<file path="src/hw/rtl/tlss_pkg.sv">
// ----------------------------------------------------------------------------
// tlss_pkg - shared types of the load/store and stack unit
// Access kinds, the command passed from the front to the back, back states.
// ----------------------------------------------------------------------------
`default_nettype none

package tlss_pkg;

	// access kind codes as they arrive on the request tuser
	typedef enum logic [3:0] {
		KIND_LDR   = 4'd0,
		KIND_LDRB  = 4'd1,
		KIND_LDRH  = 4'd2,
		KIND_LDRSB = 4'd3,
		KIND_LDRSH = 4'd4,
		KIND_STR   = 4'd5,
		KIND_STRB  = 4'd6,
		KIND_STRH  = 4'd7,
		KIND_PUSH  = 4'd8,
		KIND_POP   = 4'd9
	} kind_t;

	// reset value of the window base register
	localparam logic [31:0] WINDOW_BASE_RESET = 32'h2000_0000;

	// bytes in one stack slot
	localparam int STACK_SLOT = 4;

	// control part of a queued command
	typedef struct packed {
		logic       rd;      // read bytes from ram
		logic       wr;      // write bytes to ram
		logic [2:0] nbytes;  // byte accesses to run, zero for none
		logic       sext;    // sign-extend a byte or halfword
		logic [3:0] dest;    // destination register of a pop
		logic       fault;   // access outside the window or stack
	} cmd_t;

	// back end sequencer states
	typedef enum logic [1:0] {
		BK_IDLE,
		BK_ACCESS,
		BK_FIN
	} back_state_t;

endpackage

`default_nettype wire

</file>
<file path="src/hw/rtl/tlss_ram.sv">
// ----------------------------------------------------------------------------
// tlss_ram - generic single-port ram
// One access per cycle, write or read, read data registered.
// ----------------------------------------------------------------------------
`default_nettype none

module tlss_ram #(
	parameter int WIDTH = 8,
	parameter int DEPTH = 256
) (
	input  wire logic                     clk,
	input  wire logic                     en,
	input  wire logic                     we,
	input  wire logic [$clog2(DEPTH)-1:0] addr,
	input  wire logic [WIDTH-1:0]         wdata,
	output logic      [WIDTH-1:0]         rdata
);

	logic [WIDTH-1:0] mem [DEPTH];

	// storage array and registered read
	always_ff @(posedge clk) begin
		if (en) begin
			if (we) begin
				mem[addr] <= wdata;
			end
			rdata <= mem[addr];
		end
	end

endmodule

`default_nettype wire

</file>
<file path="src/hw/rtl/tlss_front.sv">
// ----------------------------------------------------------------------------
// tlss_front - request decode and stack pointer
// Forms the ram index, checks the window and stack limits, keeps the stack
// pointer and hands a command to the queue.
// ----------------------------------------------------------------------------
`default_nettype none

module tlss_front #(
	parameter int RAM_SIZE = 256,
	parameter int AW       = $clog2(RAM_SIZE),
	parameter int SPW      = $clog2(RAM_SIZE + 1)
) (
	input  wire logic                 clk,
	input  wire logic                 arst_n,
	input  wire logic                 cfg_we,
	input  wire logic [31:0]          cfg_wdata,
	input  wire logic                 in_valid,
	output logic                      in_ready,
	input  wire logic [3:0]           kind,
	input  wire logic [31:0]          base,
	input  wire logic [31:0]          offset,
	input  wire logic [31:0]          store_data,
	input  wire logic [3:0]           reg_index,
	input  wire logic                 q_full,
	output logic                      q_push,
	output tlss_pkg::cmd_t            q_cmd,
	output logic      [AW-1:0]        q_addr,
	output logic      [31:0]          q_wdata,
	output logic      [SPW-1:0]       q_sp
);

	logic [31:0]    win_q;
	logic [SPW-1:0] sp_q;
	logic [SPW-1:0] sp_next;
	logic [31:0]    idx;
	logic [2:0]     size;
	logic           fits;

	// window base register
	always_ff @(posedge clk or negedge arst_n) begin
		if (!arst_n) begin
			win_q <= tlss_pkg::WINDOW_BASE_RESET;
		end else if (cfg_we) begin
			win_q <= cfg_wdata;
		end
	end

	// ram index and access size
	assign idx  = base + offset - win_q;
	assign fits = idx <= (32'(RAM_SIZE) - 32'(size));

	always_comb begin
		unique case (tlss_pkg::kind_t'(kind)) inside
			tlss_pkg::KIND_LDR, tlss_pkg::KIND_STR:                        size = 3'd4;
			tlss_pkg::KIND_LDRH, tlss_pkg::KIND_LDRSH, tlss_pkg::KIND_STRH: size = 3'd2;
			tlss_pkg::KIND_LDRB, tlss_pkg::KIND_LDRSB, tlss_pkg::KIND_STRB: size = 3'd1;
			default:                                                        size = 3'd0;
		endcase
	end

	// command decode
	always_comb begin
		q_cmd   = '0;
		q_addr  = idx[AW-1:0];
		sp_next = sp_q;
		unique case (tlss_pkg::kind_t'(kind)) inside
			tlss_pkg::KIND_LDR, tlss_pkg::KIND_LDRB, tlss_pkg::KIND_LDRH,
			tlss_pkg::KIND_LDRSB, tlss_pkg::KIND_LDRSH: begin
				q_cmd.fault  = !fits;
				q_cmd.rd     = fits;
				q_cmd.nbytes = fits ? size : 3'd0;
				q_cmd.sext   = (tlss_pkg::kind_t'(kind) == tlss_pkg::KIND_LDRSB) ||
				               (tlss_pkg::kind_t'(kind) == tlss_pkg::KIND_LDRSH);
			end
			tlss_pkg::KIND_STR, tlss_pkg::KIND_STRB, tlss_pkg::KIND_STRH: begin
				q_cmd.fault  = !fits;
				q_cmd.wr     = fits;
				q_cmd.nbytes = fits ? size : 3'd0;
			end
			tlss_pkg::KIND_PUSH: begin
				if (sp_q < SPW'(tlss_pkg::STACK_SLOT)) begin
					q_cmd.fault = 1'b1;
				end else begin
					sp_next      = sp_q - SPW'(tlss_pkg::STACK_SLOT);
					q_cmd.wr     = 1'b1;
					q_cmd.nbytes = 3'(tlss_pkg::STACK_SLOT);
				end
				q_addr = sp_next[AW-1:0];
			end
			tlss_pkg::KIND_POP: begin
				q_cmd.dest = reg_index;
				if (sp_q > SPW'(RAM_SIZE - tlss_pkg::STACK_SLOT)) begin
					q_cmd.fault = 1'b1;
				end else begin
					sp_next      = sp_q + SPW'(tlss_pkg::STACK_SLOT);
					q_cmd.rd     = 1'b1;
					q_cmd.nbytes = 3'(tlss_pkg::STACK_SLOT);
				end
				q_addr = sp_q[AW-1:0];
			end
			default: begin
				q_cmd = '0;
			end
		endcase
	end

	assign in_ready = !q_full;
	assign q_push   = in_valid && !q_full;
	assign q_wdata  = store_data;
	assign q_sp     = sp_next;

	// stack pointer, moved as each request is taken
	always_ff @(posedge clk or negedge arst_n) begin
		if (!arst_n) begin
			sp_q <= SPW'(RAM_SIZE);
		end else if (q_push) begin
			sp_q <= sp_next;
		end
	end

	// stack pointer stays inside the ram
	a_sp_range: assert property (@(posedge clk) disable iff (!arst_n)
		sp_q <= SPW'(RAM_SIZE))
		else $error("stack pointer above ram size");

endmodule

`default_nettype wire

</file>
<file path="src/hw/rtl/tlss_queue.sv">
// ----------------------------------------------------------------------------
// tlss_queue - command queue between front and back
// Small register fifo, one push and one pop per cycle.
// ----------------------------------------------------------------------------
`default_nettype none

module tlss_queue #(
	parameter int WIDTH = 8,
	parameter int DEPTH = 2
) (
	input  wire logic             clk,
	input  wire logic             arst_n,
	input  wire logic             push,
	input  wire logic [WIDTH-1:0] wdata,
	output logic                  full,
	input  wire logic             pop,
	output logic      [WIDTH-1:0] rdata,
	output logic                  valid
);

	localparam int PW = (DEPTH > 1) ? $clog2(DEPTH) : 1;
	localparam int CW = $clog2(DEPTH + 1);

	logic [WIDTH-1:0] slot_q [DEPTH];
	logic [PW-1:0]    wr_ptr_q;
	logic [PW-1:0]    rd_ptr_q;
	logic [CW-1:0]    count_q;

	assign full  = count_q == CW'(DEPTH);
	assign valid = count_q != '0;
	assign rdata = slot_q[rd_ptr_q];

	// entry storage
	always_ff @(posedge clk) begin
		if (push) begin
			slot_q[wr_ptr_q] <= wdata;
		end
	end

	// pointers and fill count
	always_ff @(posedge clk or negedge arst_n) begin
		if (!arst_n) begin
			wr_ptr_q <= '0;
			rd_ptr_q <= '0;
			count_q  <= '0;
		end else begin
			if (push) begin
				wr_ptr_q <= (wr_ptr_q == PW'(DEPTH - 1)) ? '0 : wr_ptr_q + 1'b1;
			end
			if (pop) begin
				rd_ptr_q <= (rd_ptr_q == PW'(DEPTH - 1)) ? '0 : rd_ptr_q + 1'b1;
			end
			if (push && !pop) begin
				count_q <= count_q + 1'b1;
			end else if (pop && !push) begin
				count_q <= count_q - 1'b1;
			end
		end
	end

	// no overflow and no underflow
	a_no_overflow: assert property (@(posedge clk) disable iff (!arst_n)
		push |-> (!full || pop))
		else $error("push into full queue");

	a_no_underflow: assert property (@(posedge clk) disable iff (!arst_n)
		pop |-> valid)
		else $error("pop from empty queue");

endmodule

`default_nettype wire

</file>
<file path="src/hw/rtl/tlss_back.sv">
// ----------------------------------------------------------------------------
// tlss_back - access sequencer and result register
// Runs the byte accesses of one command on the ram, assembles and extends
// the loaded value and holds the result until it is taken.
// ----------------------------------------------------------------------------
`default_nettype none

module tlss_back #(
	parameter int RAM_SIZE = 256,
	parameter int AW       = $clog2(RAM_SIZE),
	parameter int SPW      = $clog2(RAM_SIZE + 1)
) (
	input  wire logic            clk,
	input  wire logic            arst_n,
	input  wire logic            q_valid,
	output logic                 q_pop,
	input  wire tlss_pkg::cmd_t  q_cmd,
	input  wire logic [AW-1:0]   q_addr,
	input  wire logic [31:0]     q_wdata,
	input  wire logic [SPW-1:0]  q_sp,
	output logic                 out_valid,
	input  wire logic            out_ready,
	output logic      [31:0]     load_data,
	output logic      [3:0]      dest_reg,
	output logic                 fault,
	output logic      [SPW-1:0]  stack_offset
);

	tlss_pkg::back_state_t state_q;
	tlss_pkg::back_state_t state_next;
	tlss_pkg::cmd_t        cmd_q;
	logic [AW-1:0]         addr_q;
	logic [31:0]           wdata_q;
	logic [SPW-1:0]        sp_q;
	logic [1:0]            cnt_q;
	logic [31:0]           acc_q;
	logic                  rd_vld_q;
	logic [1:0]            rd_lane_q;
	logic                  out_vld_q;

	logic                  finish;
	logic                  take;
	logic                  ram_en;
	logic [AW-1:0]         ram_addr;
	logic [7:0]            ram_wdata;
	logic [7:0]            ram_rdata;
	logic [31:0]           merged;
	logic [31:0]           extended;

	// byte-wide ram
	tlss_ram #(
		.WIDTH(8),
		.DEPTH(RAM_SIZE)
	) u_ram (
		.clk  (clk),
		.en   (ram_en),
		.we   (cmd_q.wr),
		.addr (ram_addr),
		.wdata(ram_wdata),
		.rdata(ram_rdata)
	);

	assign finish    = (state_q == tlss_pkg::BK_FIN) && (!out_vld_q || out_ready);
	assign take      = q_valid && ((state_q == tlss_pkg::BK_IDLE) || finish);
	assign q_pop     = take;
	assign ram_en    = state_q == tlss_pkg::BK_ACCESS;
	assign ram_addr  = addr_q + AW'(cnt_q);
	assign ram_wdata = wdata_q[{cnt_q, 3'b000} +: 8];

	// next state
	always_comb begin
		state_next = state_q;
		unique case (state_q)
			tlss_pkg::BK_IDLE: begin
				if (take) begin
					state_next = (q_cmd.nbytes == 3'd0) ? tlss_pkg::BK_FIN : tlss_pkg::BK_ACCESS;
				end
			end
			tlss_pkg::BK_ACCESS: begin
				if ({1'b0, cnt_q} == cmd_q.nbytes - 3'd1) begin
					state_next = tlss_pkg::BK_FIN;
				end
			end
			tlss_pkg::BK_FIN: begin
				if (take) begin
					state_next = (q_cmd.nbytes == 3'd0) ? tlss_pkg::BK_FIN : tlss_pkg::BK_ACCESS;
				end else if (finish) begin
					state_next = tlss_pkg::BK_IDLE;
				end
			end
			default: begin
				state_next = tlss_pkg::BK_IDLE;
			end
		endcase
	end

	// last read byte merged in as it arrives
	always_comb begin
		merged = acc_q;
		if (rd_vld_q) begin
			merged[{rd_lane_q, 3'b000} +: 8] = ram_rdata;
		end
	end

	// zero or sign extension of the loaded value
	always_comb begin
		case (cmd_q.nbytes)
			3'd1:    extended = {{24{cmd_q.sext && merged[7]}}, merged[7:0]};
			3'd2:    extended = {{16{cmd_q.sext && merged[15]}}, merged[15:0]};
			default: extended = merged;
		endcase
	end

	// control registers
	always_ff @(posedge clk or negedge arst_n) begin
		if (!arst_n) begin
			state_q   <= tlss_pkg::BK_IDLE;
			rd_vld_q  <= 1'b0;
			out_vld_q <= 1'b0;
		end else begin
			state_q  <= state_next;
			rd_vld_q <= ram_en && cmd_q.rd;
			if (finish) begin
				out_vld_q <= 1'b1;
			end else if (out_ready) begin
				out_vld_q <= 1'b0;
			end
		end
	end

	// command, byte counter and assembly registers
	always_ff @(posedge clk) begin
		rd_lane_q <= cnt_q;
		if (take) begin
			cmd_q   <= q_cmd;
			addr_q  <= q_addr;
			wdata_q <= q_wdata;
			sp_q    <= q_sp;
			cnt_q   <= '0;
			acc_q   <= '0;
		end else begin
			if (ram_en) begin
				cnt_q <= cnt_q + 2'd1;
			end
			if (rd_vld_q) begin
				acc_q <= merged;
			end
		end
	end

	// result register
	always_ff @(posedge clk) begin
		if (finish) begin
			load_data    <= cmd_q.rd ? extended : 32'd0;
			dest_reg     <= cmd_q.dest;
			fault        <= cmd_q.fault;
			stack_offset <= sp_q;
		end
	end

	assign out_valid = out_vld_q;

	// byte counter stays below the access size
	a_cnt_range: assert property (@(posedge clk) disable iff (!arst_n)
		(state_q == tlss_pkg::BK_ACCESS) |-> ({1'b0, cnt_q} < cmd_q.nbytes))
		else $error("byte counter past access size");

	// a faulted command never touches the ram
	a_fault_quiet: assert property (@(posedge clk) disable iff (!arst_n)
		ram_en |-> !cmd_q.fault)
		else $error("ram access for a faulted command");

endmodule

`default_nettype wire

</file>
<file path="src/hw/rtl/thumb_load_store_stack_unit.sv">
// ----------------------------------------------------------------------------
// thumb_load_store_stack_unit - load/store and stack unit over a byte ram
// Loads, stores, push and pop of one register word on a ram window.
//
//   channel    dir   handshake          payload
//   s_*        in    s_tvalid/s_tready  s_tdata, s_tuser (access kind)
//   m_*        out   m_tvalid/m_tready  m_tdata, m_tuser (fault)
//   cfg_*      in    cfg_we             cfg_wdata (window base)
//
// A request is decoded as it is taken and queued; the sequencer then runs one
// ram access per byte on the single byte port of the ram, then a result step,
// and a fault or unused kind goes straight to the result step. Requests keep
// entering while the queue has room and a result waits in its output register.
// Reset leaves the stack empty at the top and the window base at 0x20000000;
// ram contents are not cleared.
// ----------------------------------------------------------------------------
`default_nettype none

module thumb_load_store_stack_unit #(
	parameter int RAM_SIZE = 256,
	localparam int AW       = $clog2(RAM_SIZE),
	localparam int SPW      = $clog2(RAM_SIZE + 1),
	localparam int OUT_BITS = 36 + SPW,
	localparam int OUT_W    = ((OUT_BITS + 7) / 8) * 8
) (
	input  wire logic              clk,
	input  wire logic              arst_n,
	input  wire logic              cfg_we,
	input  wire logic [31:0]       cfg_wdata,
	input  wire logic              s_tvalid,
	output logic                   s_tready,
	// base[31:0], offset[63:32], store_data[95:64], reg_index[99:96], zero pad
	input  wire logic [103:0]      s_tdata,
	// kind[3:0]
	input  wire logic [3:0]        s_tuser,
	output logic                   m_tvalid,
	input  wire logic              m_tready,
	// load_data[31:0], dest_reg[35:32], stack_offset[36 +: SPW], zero pad
	output logic      [OUT_W-1:0]  m_tdata,
	// fault[0]
	output logic      [0:0]        m_tuser
);

	localparam int QW = $bits(tlss_pkg::cmd_t) + AW + 32 + SPW;

	tlss_pkg::cmd_t f_cmd;
	tlss_pkg::cmd_t b_cmd;
	logic [AW-1:0]  f_addr;
	logic [AW-1:0]  b_addr;
	logic [31:0]    f_wdata;
	logic [31:0]    b_wdata;
	logic [SPW-1:0] f_sp;
	logic [SPW-1:0] b_sp;
	logic           q_push;
	logic           q_full;
	logic           q_pop;
	logic           q_valid;
	logic [QW-1:0]  q_rdata;
	logic [31:0]    load_data;
	logic [3:0]     dest_reg;
	logic           fault;
	logic [SPW-1:0] stack_offset;

	// request decode
	tlss_front #(
		.RAM_SIZE(RAM_SIZE),
		.AW      (AW),
		.SPW     (SPW)
	) u_front (
		.clk       (clk),
		.arst_n    (arst_n),
		.cfg_we    (cfg_we),
		.cfg_wdata (cfg_wdata),
		.in_valid  (s_tvalid),
		.in_ready  (s_tready),
		.kind      (s_tuser),
		.base      (s_tdata[31:0]),
		.offset    (s_tdata[63:32]),
		.store_data(s_tdata[95:64]),
		.reg_index (s_tdata[99:96]),
		.q_full    (q_full),
		.q_push    (q_push),
		.q_cmd     (f_cmd),
		.q_addr    (f_addr),
		.q_wdata   (f_wdata),
		.q_sp      (f_sp)
	);

	// command queue
	tlss_queue #(
		.WIDTH(QW),
		.DEPTH(2)
	) u_queue (
		.clk   (clk),
		.arst_n(arst_n),
		.push  (q_push),
		.wdata ({f_cmd, f_addr, f_wdata, f_sp}),
		.full  (q_full),
		.pop   (q_pop),
		.rdata (q_rdata),
		.valid (q_valid)
	);

	assign {b_cmd, b_addr, b_wdata, b_sp} = q_rdata;

	// access sequencer
	tlss_back #(
		.RAM_SIZE(RAM_SIZE),
		.AW      (AW),
		.SPW     (SPW)
	) u_back (
		.clk         (clk),
		.arst_n      (arst_n),
		.q_valid     (q_valid),
		.q_pop       (q_pop),
		.q_cmd       (b_cmd),
		.q_addr      (b_addr),
		.q_wdata     (b_wdata),
		.q_sp        (b_sp),
		.out_valid   (m_tvalid),
		.out_ready   (m_tready),
		.load_data   (load_data),
		.dest_reg    (dest_reg),
		.fault       (fault),
		.stack_offset(stack_offset)
	);

	// result packing
	assign m_tdata    = OUT_W'({stack_offset, dest_reg, load_data});
	assign m_tuser[0] = fault;

endmodule

`default_nettype wire
</file>
<file path="config.mk">
export PLATFORM = sky130hd
export DESIGN_NAME = thumb_load_store_stack_unit
export DESIGN_NICKNAME = d
export VERILOG_FILES = /design/src/hw/rtl/tlss_pkg.sv /design/src/hw/rtl/tlss_ram.sv /design/src/hw/rtl/tlss_front.sv /design/src/hw/rtl/tlss_queue.sv /design/src/hw/rtl/tlss_back.sv /design/src/hw/rtl/thumb_load_store_stack_unit.sv
export SDC_FILE = /design/constraint.sdc
export NUM_CORES = 2
export LEC_CHECK = 0
export ABC_AREA = 1
export BUFFER_PORTS_ARGS = -buffer_cell sky130_fd_sc_hd__buf_4
export CAP_MARGIN = 20
export CORE_UTILIZATION = 24
export DETAILED_ROUTE_END_ITERATION = 7
export PLACE_DENSITY_LB_ADDON = 0.25
export RECOVER_POWER = 25
export SYNTH_ARGS = -nofsm -noshare
export SYNTH_HDL_FRONTEND = slang
export SYNTH_SLANG_ARGS = --single-unit
</file>
<file path="constraint.sdc">
create_clock -name clk -period 13.5 [get_ports clk]
set_clock_uncertainty 0.15 [all_clocks]
set_input_delay 0.675 -clock clk [delete_from_list [all_inputs] [get_ports clk]]
set_output_delay 0.675 -clock clk [all_outputs]
set_load 0.02 [all_outputs]
</file>
==> run metrics <==
worst-path fanout max=75; Routed Antenna Nets=0; largest net degree at the start of global routing=193; failing checks=max-capacitance violations, max-slew violations; Worst Tran Pin Value=4710 ps; drt drc=0; top post-synthesis cells by area=edfxtp_1 (72%), nand2_1 (9.3%), a22oi_1 (4.0%); synth warn=0; GR peak layer=met2; M1 GR Usage=18.2%; global-route track usage on met3=1.94%; Max Cap Viol=15; relative slew slack=-214%; Synth top area share=71.9%; HP Class=input port to register; Post-CTS Setup Inserts=0; WP data arrival=7380 ps; Hold Path Depth=3; Final Hold Viols=0; number of synthesized register bits=2357; Final Cycle Share=51.9%; status=finished with violations; Sink Count=2357; ys flop type=edfxtp_1; initial antenna violation count=12; Reg2Reg Depth=7; fin nets=8033; sequential fraction of the synthesis area=73.9%; WL per Instance=20.7 um; R2R Path Start=u_back.cnt_q[0]$_SDFFE_PP0P_; crit path from=u_back.cnt_q[0]$_SDFFE_PP0P_; final wirelength=274000 um; RSZ-0062 raised after global routing=false; r2r setup slk=6490 ps; DIE AREA=0.398 sq mm; area delta synth->final=16.6%; Hold Crit Endpoint=u_queue.slot_q[1][53]$_DFFE_PP_; Post-synth EDFFs=2274; die width=631 um; GP Congestion=0.808; Hold Crit Start=s_tdata[99]; clk root buf=clkbuf_16; Yosys cell types=50; # setup viols final=0; CTS tree=yes; total CTS buffers=269; DR vias/cell=4.44; Initial Util=24.2%; synthesized area=0.0950 sq mm; area leader, netlist=edfxtp_1; upper clock frequency limit=0.143 GHz; Tot GR Track Use=13.3%; H-tree levels=5; Synth Area per Inst=12.6 sq um; Ports=196; Startpoint Class=register; TritonRoute pass-1 iters=5; Worst Setup Path Type=register to register; fraction of registers with async set/reset=1.99%; Max clock buf depth=4; Total Neg Setup Slack=0 ps; Largest regs=u_back.u_ram.mem (2048), u_queue.slot_q (116); Initial DRC Count=4821; CP endpoint kind=register; share of layout cells above drive strength 1=8.25%; via count=58700; most frequent cells after synthesis=nand2_1 (2353), edfxtp_1 (2274), nand3_1 (560); Slew Viols, Final=730; Reg with most FFs=u_back.u_ram.mem; total grt overflow=0; Core Region=0.393 sq mm; detailed placement HPWL=158000 um; Die H=631 um; required time of the critical path=13880 ps; port bufs=186; r2r endpoint=u_back.u_ram.mem[25][1]$_DFFE_PP_; clock-pin slew on the worst setup and hold paths=60 ps; Rows=230; first-pass GRT wire length=398000 um; Post-Syn Instances=7555; vias in the first global route=58100; Skew-Pair Late Insertion Delay=870 ps; top-count cell post-synth=nand2_1; max reg flops=2048; post-route minimum period=7010 ps; met2 Usage GRT=22.3%
-- routing by layer --
| metal | share of wire [%] | routed length (um) |
|---|---|---|
| met5 | 0 | 0 |
| met4 | 2.1 | 5770 |
| met3 | 5.4 | 14800 |
| met2 | 48 | 131000 |
| met1 | 45 | 123000 |
-- placed cells by master, fill, tap and decap left out, types with 130 or more instances in the layout --
cell type,instances
nand2_1,2346
nand3_1,561
clkbuf_1,141
nor2_1,482
clkbuf_16,277
edfxtp_1,2274
buf_4,130
a22oi_1,504
inv_1,372
nand4_1,165
-- critical path: stages (launching register included) --
cell and delay [ps]:
dfxtp_1 290, clkbuf_1 450, inv_1 630, o21ai_0 270
o22ai_4 130, clkbuf_1 2820, buf_4 1110, buf_4 650
-- layout make-up --
class	count	area, sq um
fill	40300	282000
sequential	2357	70200
multi-input combinational	4438	21700
clock buffer	338	7180
tap	5220	6530
timing repair buffer	336	2540
inverter	397	1510
clock inverter	136	1090
antenna	3	7.51
-- stage by stage --
stage / setup slack (ps) / utilization (%) / hold slack [ps] / area (sq um) / cells
after floorplan: 3840 / - / 204 / 95000 / 7559
after global placement: 7470 / 26.0 / 258 / 102000 / 12700
after detailed placement: 7370 / 26.0 / 259 / 102000 / 12700
after CTS: 7370 / 28.3 / 13.4 / 111000 / 13200
after global routing: 6110 / 28.2 / 36.8 / 111000 / 13200
final: 6490 / 28.2 / 80.8 / 111000 / 13200
-- worst max-delay path by stage --
stage / endpoint / slack [ps] / depth (start not counted)
after floorplan: u_back.u_ram.mem[0][3]$_DFFE_PP_ / 3840 / 5
after global placement: u_back.u_ram.rdata[2]$_DFFE_PP_ / 7470 / 17
after detailed placement: u_back.u_ram.rdata[2]$_DFFE_PP_ / 7370 / 17
after CTS: u_back.u_ram.rdata[0]$_DFFE_PP_ / 7370 / 17
after global routing: u_back.u_ram.mem[85][1]$_DFFE_PP_ / 6110 / 7
final: u_back.u_ram.mem[25][1]$_DFFE_PP_ / 6490 / 7
-- timing repair --
| item | 4_1_cts | 5_1_grt |
|---|---|---|
| hold buffers | 69 | 0 |
| resized for setup | 0 | 0 |
| endpoints found under the hold margin | 147 | 0 |
-- logic make-up (layout without fill, tap and decap cells) --
logic type | Yosys count | in the layout | share of synthesized area, %
buffers and inverters | 764 | 1207 | 3.35
muxes | 35 | 35 | 0.411
DFF | 2357 | 2357 | 73.9
xor gates and xnor gates | 26 | 26 | 0.287
AOI/OAI and AO/OA | 660 | 660 | 4.89
other | 1 | 8 | 0.00395
and+or+nand+nor | 3623 | 3623 | 15.7
adders and majority gates | 89 | 89 | 1.43
Power is left out: the tool's default activity adds up to more than one toggle a clock period on the data nets, which glitch-free logic cannot reach.
